### config.mk
export PLATFORM = sky130hd
export DESIGN_NAME = rtp_fu_nal_reassembler
export DESIGN_NICKNAME = d
export VERILOG_FILES = /design/src/hw/rtl/rtpfu_pkg.sv /design/src/hw/rtl/rtpfu_front.sv /design/src/hw/rtl/rtpfu_cmd_fifo.sv /design/src/hw/rtl/rtpfu_back.sv /design/src/hw/rtl/rtp_fu_nal_reassembler.sv
export VERILOG_INCLUDE_DIRS = /design/src /design/src/hw/rtl
export SDC_FILE = /design/constraint.sdc
export NUM_CORES = 1
export LEC_CHECK = 0
export BUFFER_PORTS_ARGS = -buffer_cell sky130_fd_sc_hd__buf_2
export CORE_UTILIZATION = 55
export CTS_CLUSTER_SIZE = 14
export DETAILED_ROUTE_END_ITERATION = 10
export HOLD_SLACK_MARGIN = 0.06
export PLACE_DENSITY_LB_ADDON = 0.15
export REMOVE_ABC_BUFFERS = 1
export SETUP_SLACK_MARGIN = 0.3
export SYNTH_ARGS = -nofsm -noshare
export SYNTH_HDL_FRONTEND = slang
export SYNTH_SLANG_ARGS = --single-unit
### constraint.sdc
create_clock -name clk -period 5.7 [get_ports clk]
set_input_delay 0.285 -clock clk [delete_from_list [all_inputs] [get_ports clk]]
set_output_delay 0.285 -clock clk [all_outputs]
set_load 0.05 [all_outputs]
### src/hw/rtl/assert_macros.svh
// Assertion macros used by the top level of the FU depacketizer.
`ifndef ASSERT_MACROS_SVH
`define ASSERT_MACROS_SVH

`ifndef SYNTHESIS

// Property must hold at every rising clock edge outside reset.
`define ASSERT_PROP(name, clk, rst, prop) \
  name: assert property (@(posedge clk) disable iff (rst) (prop)) \
    else $error("assertion failed");

// Condition must never be true at a rising clock edge outside reset.
`define ASSERT_NEVER(name, clk, rst, cond) \
  name: assert property (@(posedge clk) disable iff (rst) !(cond)) \
    else $error("forbidden condition seen");

`else

`define ASSERT_PROP(name, clk, rst, prop)
`define ASSERT_NEVER(name, clk, rst, cond)

`endif

`endif

### src/hw/rtl/rtpfu_pkg.sv
// Package: word types, command type and constants of the FU depacketizer.
`default_nettype none

package rtpfu_pkg;

  // NAL length counter width, fixed by the output word
  localparam int NAL_LEN_BITS = 24;
  localparam logic [NAL_LEN_BITS-1:0] NAL_LEN_MAX = '1;

  // Default depth of the command queue between front and back
  localparam int CMD_FIFO_DEPTH = 4;

  // Packet header parsing
  localparam logic [3:0] RTP_HDR_LEN  = 4'd12;
  localparam logic [3:0] PREFIX_MAX   = 4'd15;
  localparam logic [7:0] RTP_VER_BIT  = 8'h80;
  localparam logic [7:0] RTP_PT_MASK  = 8'h60;

  // NAL and FU header fields
  localparam logic [7:0] AVC_TYPE_MASK  = 8'h1F;
  localparam logic [4:0] AVC_FU_TYPE    = 5'd28;
  localparam logic [5:0] HEVC_FU_TYPE   = 6'd49;
  localparam logic [7:0] HEVC_TYPE_MASK = 8'h3F;
  localparam logic [7:0] AVC_NRI_MASK   = 8'hE0;
  localparam logic [7:0] HEVC_KEEP_MASK = 8'h81;

  // Start code bytes
  localparam logic [7:0] SC_ZERO = 8'h00;
  localparam logic [7:0] SC_LAST = 8'h01;
  localparam logic [2:0] SC_LEN  = 3'd4;

  // Packet kinds
  localparam logic [1:0] KIND_UNDECIDED = 2'd0;
  localparam logic [1:0] KIND_SINGLE    = 2'd1;
  localparam logic [1:0] KIND_AVC_FU    = 2'd2;
  localparam logic [1:0] KIND_HEVC_FU   = 2'd3;

  typedef struct packed {
    logic [7:0] pkt_byte;
    logic       pkt_last;
  } pkt_word_t;

  typedef struct packed {
    logic [7:0]              out_byte;
    logic                    byte_valid;
    logic                    nal_end;
    logic [NAL_LEN_BITS-1:0] nal_length;
  } bs_word_t;

  // One classified packet byte: optional start code, up to two data bytes,
  // optional end of NAL with its final length.
  typedef struct packed {
    logic                    start;
    logic [1:0]              ndata;
    logic [7:0]              d0;
    logic [7:0]              d1;
    logic                    nal_end;
    logic [NAL_LEN_BITS-1:0] nal_length;
  } cmd_t;

endpackage

`default_nettype wire

### src/hw/rtl/rtpfu_front.sv
// Front end: parses packet bytes and turns them into output commands; a byte that emits nothing pushes none.
`default_nettype none

module rtpfu_front (
  input  wire logic               clk,
  input  wire logic               rst,
  input  wire logic               accept,
  input  wire rtpfu_pkg::pkt_word_t pkt_data,
  output rtpfu_pkg::cmd_t         cmd,
  output logic                    cmd_push
);
  import rtpfu_pkg::*;

  // Packet parse state
  logic [3:0]              prefix_pos;
  logic [7:0]              held_first;
  logic [7:0]              held_second;
  logic                    rtp_present;
  logic [1:0]              packet_kind;
  logic                    fu_end_seen;
  logic [NAL_LEN_BITS-1:0] nal_count;

  logic [7:0]              held_first_next;
  logic [7:0]              held_second_next;
  logic [1:0]              packet_kind_next;
  logic                    fu_end_seen_next;
  logic [NAL_LEN_BITS-1:0] nal_count_next;

  logic [7:0]  b;
  logic        last;
  logic        q_ok;
  logic [3:0]  q;
  logic        rtp_set;
  logic        st;
  logic [1:0]  nd;
  logic [7:0]  d0;
  logic [7:0]  d1;
  logic        single_end;
  logic        end_now;
  logic [2:0]  emitted;
  logic [NAL_LEN_BITS-1:0] base;
  logic [NAL_LEN_BITS:0]   sum;

  function automatic logic is_avc_fu(input logic [7:0] p0);
    return (p0 & AVC_TYPE_MASK) == {3'b000, AVC_FU_TYPE};
  endfunction

  function automatic logic is_hevc_fu(input logic [7:0] p0);
    return p0[6:1] == HEVC_FU_TYPE;
  endfunction

  assign b    = pkt_data.pkt_byte;
  assign last = pkt_data.pkt_last;

  // Payload position of this byte; none inside the RTP header
  always_comb begin
    q_ok    = 1'b0;
    q       = '0;
    rtp_set = 1'b0;
    priority if (prefix_pos == 4'd0) begin
      q_ok = 1'b1;
    end else if (prefix_pos == 4'd1 && !rtp_present && (held_first & RTP_VER_BIT) != 8'h00
                 && (b & RTP_PT_MASK) != 8'h00) begin
      rtp_set = 1'b1;
    end else if (rtp_present) begin
      if (prefix_pos >= RTP_HDR_LEN) begin
        q_ok = 1'b1;
        q    = prefix_pos - RTP_HDR_LEN;
      end
    end else begin
      q_ok = 1'b1;
      q    = prefix_pos;
    end
  end

  // Classify the byte and pick what it emits
  always_comb begin
    held_first_next  = held_first;
    held_second_next = held_second;
    packet_kind_next = packet_kind;
    fu_end_seen_next = fu_end_seen;
    st         = 1'b0;
    nd         = 2'd0;
    d0         = '0;
    d1         = '0;
    single_end = 1'b0;
    if (q_ok && q == 4'd0) begin
      held_first_next = b;
      if (last && !is_avc_fu(b) && !is_hevc_fu(b)) begin
        st         = 1'b1;
        nd         = 2'd1;
        d0         = b;
        single_end = 1'b1;
      end
    end else if (q_ok && q == 4'd1) begin
      held_second_next = b;
      if (is_avc_fu(held_first)) begin
        packet_kind_next = KIND_AVC_FU;
        if (b[7]) begin
          st = 1'b1;
          nd = 2'd1;
          d0 = (held_first & AVC_NRI_MASK) | (b & AVC_TYPE_MASK);
        end else begin
          fu_end_seen_next = b[6];
        end
      end else if (is_hevc_fu(held_first)) begin
        packet_kind_next = KIND_HEVC_FU;
      end else begin
        packet_kind_next = KIND_SINGLE;
        st = 1'b1;
        nd = 2'd2;
        d0 = held_first;
        d1 = b;
      end
    end else if (q_ok && q == 4'd2 && packet_kind == KIND_HEVC_FU) begin
      if (b[7]) begin
        st = 1'b1;
        nd = 2'd2;
        d0 = (held_first & HEVC_KEEP_MASK) | ((b & HEVC_TYPE_MASK) << 1);
        d1 = held_second;
      end else begin
        fu_end_seen_next = b[6];
      end
    end else if (q_ok && q >= 4'd2 && packet_kind != KIND_UNDECIDED) begin
      nd = 2'd1;
      d0 = b;
    end
  end

  // NAL end and saturating length
  always_comb begin
    end_now = last && (single_end || packet_kind_next == KIND_SINGLE ||
              ((packet_kind_next == KIND_AVC_FU || packet_kind_next == KIND_HEVC_FU)
               && fu_end_seen_next));
    emitted = (st ? SC_LEN : 3'd0) + {1'b0, nd};
    base    = st ? '0 : nal_count;
    sum     = {1'b0, base} + {{(NAL_LEN_BITS-2){1'b0}}, emitted};
    nal_count_next = sum[NAL_LEN_BITS] ? NAL_LEN_MAX : sum[NAL_LEN_BITS-1:0];
  end

  assign cmd.start      = st;
  assign cmd.ndata      = nd;
  assign cmd.d0         = d0;
  assign cmd.d1         = d1;
  assign cmd.nal_end    = end_now;
  assign cmd.nal_length = end_now ? nal_count_next : '0;
  assign cmd_push       = accept && (emitted != 3'd0 || end_now);

  // State update per accepted word
  always_ff @(posedge clk) begin
    if (rst) begin
      prefix_pos  <= '0;
      held_first  <= '0;
      held_second <= '0;
      rtp_present <= 1'b0;
      packet_kind <= KIND_UNDECIDED;
      fu_end_seen <= 1'b0;
      nal_count   <= '0;
    end else if (accept) begin
      held_first  <= held_first_next;
      held_second <= held_second_next;
      nal_count   <= nal_count_next;
      if (last) begin
        prefix_pos  <= '0;
        rtp_present <= 1'b0;
        packet_kind <= KIND_UNDECIDED;
        fu_end_seen <= 1'b0;
      end else begin
        prefix_pos  <= (prefix_pos < PREFIX_MAX) ? prefix_pos + 4'd1 : PREFIX_MAX;
        rtp_present <= rtp_present | rtp_set;
        packet_kind <= packet_kind_next;
        fu_end_seen <= fu_end_seen_next;
      end
    end
  end

endmodule

`default_nettype wire

### src/hw/rtl/rtpfu_cmd_fifo.sv
// Command queue between the parsing front end and the output back end.
`default_nettype none

module rtpfu_cmd_fifo #(
  parameter int DEPTH = rtpfu_pkg::CMD_FIFO_DEPTH
) (
  input  wire logic            clk,
  input  wire logic            rst,
  input  wire logic            push,
  input  wire rtpfu_pkg::cmd_t din,
  input  wire logic            pop,
  output rtpfu_pkg::cmd_t      head,
  output logic                 nonempty,
  output logic                 full
);
  import rtpfu_pkg::*;

  localparam int PW = (DEPTH > 1) ? $clog2(DEPTH) : 1;
  localparam int CW = $clog2(DEPTH + 1);

  cmd_t          slots [DEPTH];
  logic [PW-1:0] wr_ptr;
  logic [PW-1:0] rd_ptr;
  logic [CW-1:0] level;

  assign head     = slots[rd_ptr];
  assign nonempty = level != '0;
  assign full     = level == CW'(DEPTH);

  // Storage
  always_ff @(posedge clk) begin
    if (push) begin
      slots[wr_ptr] <= din;
    end
  end

  // Pointers and fill level
  always_ff @(posedge clk) begin
    if (rst) begin
      wr_ptr <= '0;
      rd_ptr <= '0;
      level  <= '0;
    end else begin
      if (push) begin
        wr_ptr <= (wr_ptr == PW'(DEPTH - 1)) ? '0 : wr_ptr + 1'b1;
      end
      if (pop) begin
        rd_ptr <= (rd_ptr == PW'(DEPTH - 1)) ? '0 : rd_ptr + 1'b1;
      end
      unique case ({push, pop})
        2'b10:   level <= level + 1'b1;
        2'b01:   level <= level - 1'b1;
        default: level <= level;
      endcase
    end
  end

endmodule

`default_nettype wire

### src/hw/rtl/rtpfu_back.sv
// Back end: expands queued commands into stream words, one per cycle unless bs_stall holds the output.
`default_nettype none

module rtpfu_back (
  input  wire logic              clk,
  input  wire logic              rst,
  input  wire rtpfu_pkg::cmd_t   head,
  input  wire logic              head_valid,
  output logic                   pop,
  output logic                   bs_valid,
  input  wire logic              bs_stall,
  output rtpfu_pkg::bs_word_t    bs_data
);
  import rtpfu_pkg::*;

  logic [2:0] idx;
  logic [2:0] total;
  logic [2:0] cnt;
  logic [2:0] j;
  logic       bare;
  logic       last;
  logic       in_code;
  logic       load;
  bs_word_t   res;

  // Word at the current position within the command
  always_comb begin
    total   = (head.start ? SC_LEN : 3'd0) + {1'b0, head.ndata};
    bare    = total == 3'd0;
    cnt     = bare ? 3'd1 : total;
    last    = idx == cnt - 3'd1;
    in_code = head.start && idx < SC_LEN;
    j       = head.start ? idx - SC_LEN : idx;
    if (bare) begin
      res.out_byte = '0;
    end else if (in_code) begin
      res.out_byte = (idx == SC_LEN - 3'd1) ? SC_LAST : SC_ZERO;
    end else begin
      res.out_byte = j[0] ? head.d1 : head.d0;
    end
    res.byte_valid = !bare;
    res.nal_end    = head.nal_end && last;
    res.nal_length = (head.nal_end && last) ? head.nal_length : '0;
  end

  assign load = head_valid && (!bs_valid || !bs_stall);
  assign pop  = load && last;

  // Output register
  always_ff @(posedge clk) begin
    if (load) begin
      bs_data <= res;
    end
  end

  always_ff @(posedge clk) begin
    if (rst) begin
      bs_valid <= 1'b0;
      idx      <= '0;
    end else if (load) begin
      bs_valid <= 1'b1;
      idx      <= last ? 3'd0 : idx + 3'd1;
    end else if (!bs_stall) begin
      bs_valid <= 1'b0;
    end
  end

endmodule

`default_nettype wire

### src/hw/rtl/rtp_fu_nal_reassembler.sv
// Top level: RTP FU depacketizer producing an Annex-B byte stream.
//
//  channel | dir | handshake             | word
//  --------+-----+-----------------------+------------------------------------
//  pkt     | in  | pkt_valid / pkt_stall | pkt_byte, pkt_last
//  bs      | out | bs_valid  / bs_stall  | out_byte, byte_valid, nal_end,
//          |     |                       | nal_length
//
// One packet byte is taken per cycle while the command queue has room.
// The back end delivers one stream word per cycle unless bs_stall holds it;
// a start byte expands to five or six words, which the FIFO_DEPTH-entry command
// queue absorbs; commands pass through the queue and then the output register.
// rst is synchronous and clears all parse state; no memory clearing pass.
// bs_stall holds the output register; pkt_stall rises only when the queue fills.
`default_nettype none
`include "assert_macros.svh"

module rtp_fu_nal_reassembler #(
  parameter int FIFO_DEPTH = rtpfu_pkg::CMD_FIFO_DEPTH
) (
  input  wire logic                 clk,
  input  wire logic                 rst,
  input  wire logic                 pkt_valid,
  output logic                      pkt_stall,
  input  wire rtpfu_pkg::pkt_word_t pkt_data,
  output logic                      bs_valid,
  input  wire logic                 bs_stall,
  output rtpfu_pkg::bs_word_t       bs_data
);
  import rtpfu_pkg::*;

  logic accept;
  cmd_t cmd;
  logic cmd_push;
  cmd_t head;
  logic head_valid;
  logic fifo_full;
  logic pop;
  logic out_bare;
  logic out_open;
  logic out_end_byte;

  assign pkt_stall = fifo_full;
  assign accept    = pkt_valid && !pkt_stall;

  // Parse and classify
  rtpfu_front u_front (
    .clk      (clk),
    .rst      (rst),
    .accept   (accept),
    .pkt_data (pkt_data),
    .cmd      (cmd),
    .cmd_push (cmd_push)
  );

  // Command queue
  rtpfu_cmd_fifo #(
    .DEPTH (FIFO_DEPTH)
  ) u_fifo (
    .clk      (clk),
    .rst      (rst),
    .push     (cmd_push),
    .din      (cmd),
    .pop      (pop),
    .head     (head),
    .nonempty (head_valid),
    .full     (fifo_full)
  );

  // Serialize to the stream
  rtpfu_back u_back (
    .clk        (clk),
    .rst        (rst),
    .head       (head),
    .head_valid (head_valid),
    .pop        (pop),
    .bs_valid   (bs_valid),
    .bs_stall   (bs_stall),
    .bs_data    (bs_data)
  );

  // Checks
  assign out_bare     = bs_valid && !bs_data.byte_valid;
  assign out_open     = bs_valid && !bs_data.nal_end;
  assign out_end_byte = bs_valid && bs_data.nal_end && bs_data.byte_valid;

  `ASSERT_NEVER(a_push_when_full, clk, rst, cmd_push && fifo_full)
  `ASSERT_PROP(a_bare_is_end, clk, rst, out_bare |-> (bs_data.nal_end && bs_data.out_byte == 8'h00))
  `ASSERT_PROP(a_len_only_at_end, clk, rst, out_open |-> (bs_data.nal_length == '0))
  `ASSERT_PROP(a_end_has_len, clk, rst, out_end_byte |-> (bs_data.nal_length != '0))

endmodule

`default_nettype wire
==> impl_summary.log <==
INFO  metric grt_first_pass_wirelength = 40,800 um
INFO  metric synth_commonest_cells = edfxtp_1 (210), nor2_1 (67), nand2_1 (63)
INFO  metric placement_rows = 53
INFO  metric layout.cells.non_filler = 1,220
INFO  metric num-fill-cells = 1,569
INFO  metric drt-wirelength-per-cell = 21.3 um
INFO  metric dp.final_hpwl = 16,500 um
INFO  metric internal-power = 3630 uW
INFO  metric setup_violations = 0
INFO  metric globalRoute.totalOverflow = 0
INFO  metric vdd_ir_drop_max = 249 uV
INFO  metric cts.path.max_buffers = 3
INFO  metric overall_die_width = 149 um
INFO  metric crit_path_max_fo = 8
INFO  metric h_tree_depth = 1
INFO  metric critical_path.cell_chain = inv_1, ha_1, nand3b_1, and2_1, o31a_1, o32ai_2, a31oi_1, inv_1, ha_1, fa_1, and3_1, nand4_1, nor3_2, o2111ai_1, a211oi_1
INFO  metric timing.critical_path.arrival = 5.22 ns
INFO  metric critPathTopFamily = compound AO/OA/AOI/OAI gates
INFO  metric post-place-cells = 1,161
INFO  metric cts_num_sinks = 271
INFO  metric timing.hold.worst_path_depth = 3
INFO  metric synth_top_area_frac = 0.531
INFO  metric worstSetupStartpointType = flop
INFO  metric critical_path_cell_count = 15
INFO  metric hold_path_class = primary input to flop
INFO  metric cp_slowest_cell = a211oi_1
INFO  metric nets = 956
INFO  metric maxCapViolCount = 0
INFO  metric seq_area = 7530 um2
INFO  metric total_buffers_and_inverters_traversed_by_the_critical_path = 2
INFO  metric reg_clk_slew_reported_paths = 0.06 ns
INFO  metric rsz0062_at_grt = false
INFO  metric average_cell_area_after_synthesis = 13.6 um2
INFO  metric netlist.top_cell.by_area = edfxtp_1
INFO  metric criticalPathCategory = flop to flop
INFO  metric antenna_violation_net_count_after_detailed_routing = 0
INFO  metric cts-buffers-inserted = 28
INFO  metric power.clock.fraction = 0.363
INFO  metric via_count = 7,409
INFO  metric vias_per_cell = 6.07
INFO  metric timing.hold.worst_endpoint = u_front.held_second[3]
INFO  metric clock_tree.root_cell = clkbuf_16
INFO  metric static-leakage-power = 0.00466 uW
INFO  metric drt_first_pass_iters = 5
INFO  metric final_core_util = 0.637
INFO  metric clk_latency = 0.54 ns
INFO  metric min_period_over_period = 0.872
INFO  metric critical_path.endpoint_type = flop
INFO  metric timing_worst_slew_pin_value = 0.781 ns
INFO  metric critPathMaxStageDelay = 0.57 ns
INFO  metric r2r_end = u_fifo.slots[0][3]
INFO  metric yosysMostFrequentCell = edfxtp_1
INFO  metric rr_worst_depth = 15
INFO  metric hold_start = pkt_data[4]
INFO  metric core_area = 21,100 um2
INFO  metric regToRegSetupSlack = 0.73 ns
INFO  metric tritoncts = built
INFO  metric antenna_found_initial = 0
INFO  metric outcome = finished, final reports clean
INFO  metric timing.critical_path.required = 5.95 ns
INFO  metric max_clock_freq = 201 MHz
INFO  metric groute.usage.overall = 0.241
INFO  metric slew_headroom = 0.471
INFO  metric synth-seq-cells = 271
INFO  metric power_switching = 1440 uW
INFO  metric dr.first_iter.drc_count = 696
INFO  metric initial_core_util = 0.563
INFO  metric die_height = 149 um
INFO  metric areaGrowthSynthToFinish = 13.1%
INFO  metric slew_violations = 0
INFO  metric finalHoldViolCount = 0
INFO  metric seqPwrFrac = 0.467
INFO  metric count_of_cell_types_in_the_netlist = 68
INFO  metric full_die_area = 22,200 um2
INFO  metric ys_dominant_reg_cell = edfxtp_1
INFO  metric port_buffers = 48
INFO  metric antennaDiodeCount = 0
INFO  metric comb_power_share = 0.170
INFO  metric async_flop_share = 0
INFO  metric gp_congestion = 0.829
INFO  metric wl = 25,900 um
INFO  metric synth_sequential_area_ratio = 0.634
INFO  metric area_of_placed_instances = 12,400 um2
INFO  metric period_minus_slack = 4.97 ns
INFO  metric finalClockSkew = 0.0111 ns
INFO  metric grt_max_degree = 62
INFO  metric num_io_pins = 49
INFO  metric worstReg2RegStart = u_front.prefix_pos[2]
INFO  metric cellPowerDensity = 377 nW/um2
INFO  metric fin_setup_tns = 0 ns
INFO  metric synthesis.yosys.warnings = 0
INFO  metric postSynthCellCount = 871
INFO  metric fin_hold_ws = 0.0783 ns
INFO  metric multi_input_comb_area = 4090 um2
INFO  metric layout-drive-gt1-share = 0.203
INFO  metric first_global_vias = 7,407
INFO  metric detail_route.drc_violations = 0
INFO  metric syn-cell-area = 11,900 um2
INFO  metric final_cell_area = 13,400 um2
INFO  metric synth_enable_flop_cells = 210
INFO  metric synth_area_leaders = edfxtp_1 (53%), dfxtp_1 (10%), mux4_2 (8.3%)
INFO  metric swShare = 0.284
-- state kept, by name (all words and copies together), names as in the netlist, 2 cells and up, named ones only --
name,cells
u_front.packet_kind,2
u_fifo.slots,176
u_front.held_second,8
u_back.bs_data,34
u_front.prefix_pos,4
u_fifo.level,3
u_front.nal_count,24
u_fifo.wr_ptr,2
u_back.idx,3
u_fifo.rd_ptr,2
u_front.held_first,8
-- worst register-to-register path: cells and delay by family, from the launching register on --
kind | cells | cell delay [ns]
AO/OA/AOI/OAI | 5 | 1.66
adder cells (fa/ha/maj) | 3 | 0.79
buffers and inverters | 2 | 0.30
flip-flops | 1 | 0.48
AND/OR/NAND/NOR | 5 | 1.45
-- layout make-up --
type,count,area share
sequential,271,0.560
multi-input combinational,525,0.304
clock buffer,37,0.0577
timing repair buffer,74,0.0331
tap,275,0.0256
clock inverter,14,0.0122
inverter,24,0.00707
-- per-layer routing --
metal  vias to the layer above  GRT usage  part of all wire
met5                         -          0                 0
met4                         0     0.0587             0.014
met3                        30     0.0343             0.045
met2                       182      0.393              0.49
met1                      3777      0.344              0.46
li1                       3420          -                 -
-- cells by family (layout without fill, tap and decap cells) --
family / Yosys count / in the layout / share of synthesized area
AO/OA/AOI/OAI: 152 / 152 / 0.0851
XOR/XNOR: 22 / 22 / 0.0162
flip-flops: 271 / 271 / 0.634
buffers and inverters: 75 / 149 / 0.0288
adder cells (fa/ha/maj): 19 / 19 / 0.0213
AND/OR/NAND/NOR: 267 / 267 / 0.114
multiplexers: 65 / 65 / 0.101
-- how the worst max path moves through the flow --
stage                                        to  slack [ns]                   from
final                        u_fifo.slots[0][3]        0.73  u_front.prefix_pos[2]
after global routing        u_fifo.slots[0][19]        0.35  u_front.prefix_pos[2]
after CTS                    u_fifo.slots[2][1]        0.45  u_front.prefix_pos[2]
after detailed placement   u_front.nal_count[1]        0.35  u_front.prefix_pos[2]
after global placement    u_front.nal_count[12]        0.61  u_front.prefix_pos[2]
after floorplan                 u_fifo.level[2]       -0.83                   flop
-- placed cells by master, fill, tap and decap left out, drive strengths merged, types with 4 or more instances in the layout --
cell type / instances
nand2b: 9
dfxtp: 61
buf: 70
xor2: 6
or3: 4
a211oi: 16
nand3b: 4
and2: 19
a21oi: 58
nor4b: 4
ha: 17
clkinv: 8
and3: 36
clkinvlp: 4
dlygate4sd3: 4
clkbuf: 37
nand3: 16
a32oi: 6
nor2: 68
o21ai: 34
mux4: 44
nor3: 24
mux2i: 20
nand4: 4
nand2: 65
a31oi: 5
a22o: 9
edfxtp: 210
xnor2: 16
inv: 23
-- power by group through the flow --
stage / combinational (uW) / clock (uW) / sequential (uW)
floorplan: 322 / 0 / 2690
global placement: 850 / 0 / 2410
detailed placement: 863 / 0 / 2410
CTS: 867 / 1860 / 2370
global route: 917 / 1950 / 2380
finish: 860 / 1840 / 2370
-- per-stage QoR --
step / worst slack [ns] / total power [uW]
after floorplan: -0.829 / 3010
after global placement: 0.612 / 3260
after CTS: 0.446 / 5100
after global routing: 0.349 / 5250
final: 0.731 / 5070
after detailed placement: 0.353 / 3270
-- what timing repair did --
item | in CTS | in global routing
buffers inserted | 0 | 4
endpoints found under the hold margin | 4 | 0
hold buffers | 4 | 0
gates resized for setup | 1 | 12
pin swaps | 0 | 1
endpoints found under the setup margin | 2 | 74
Power figures use the tool's default switching activity.
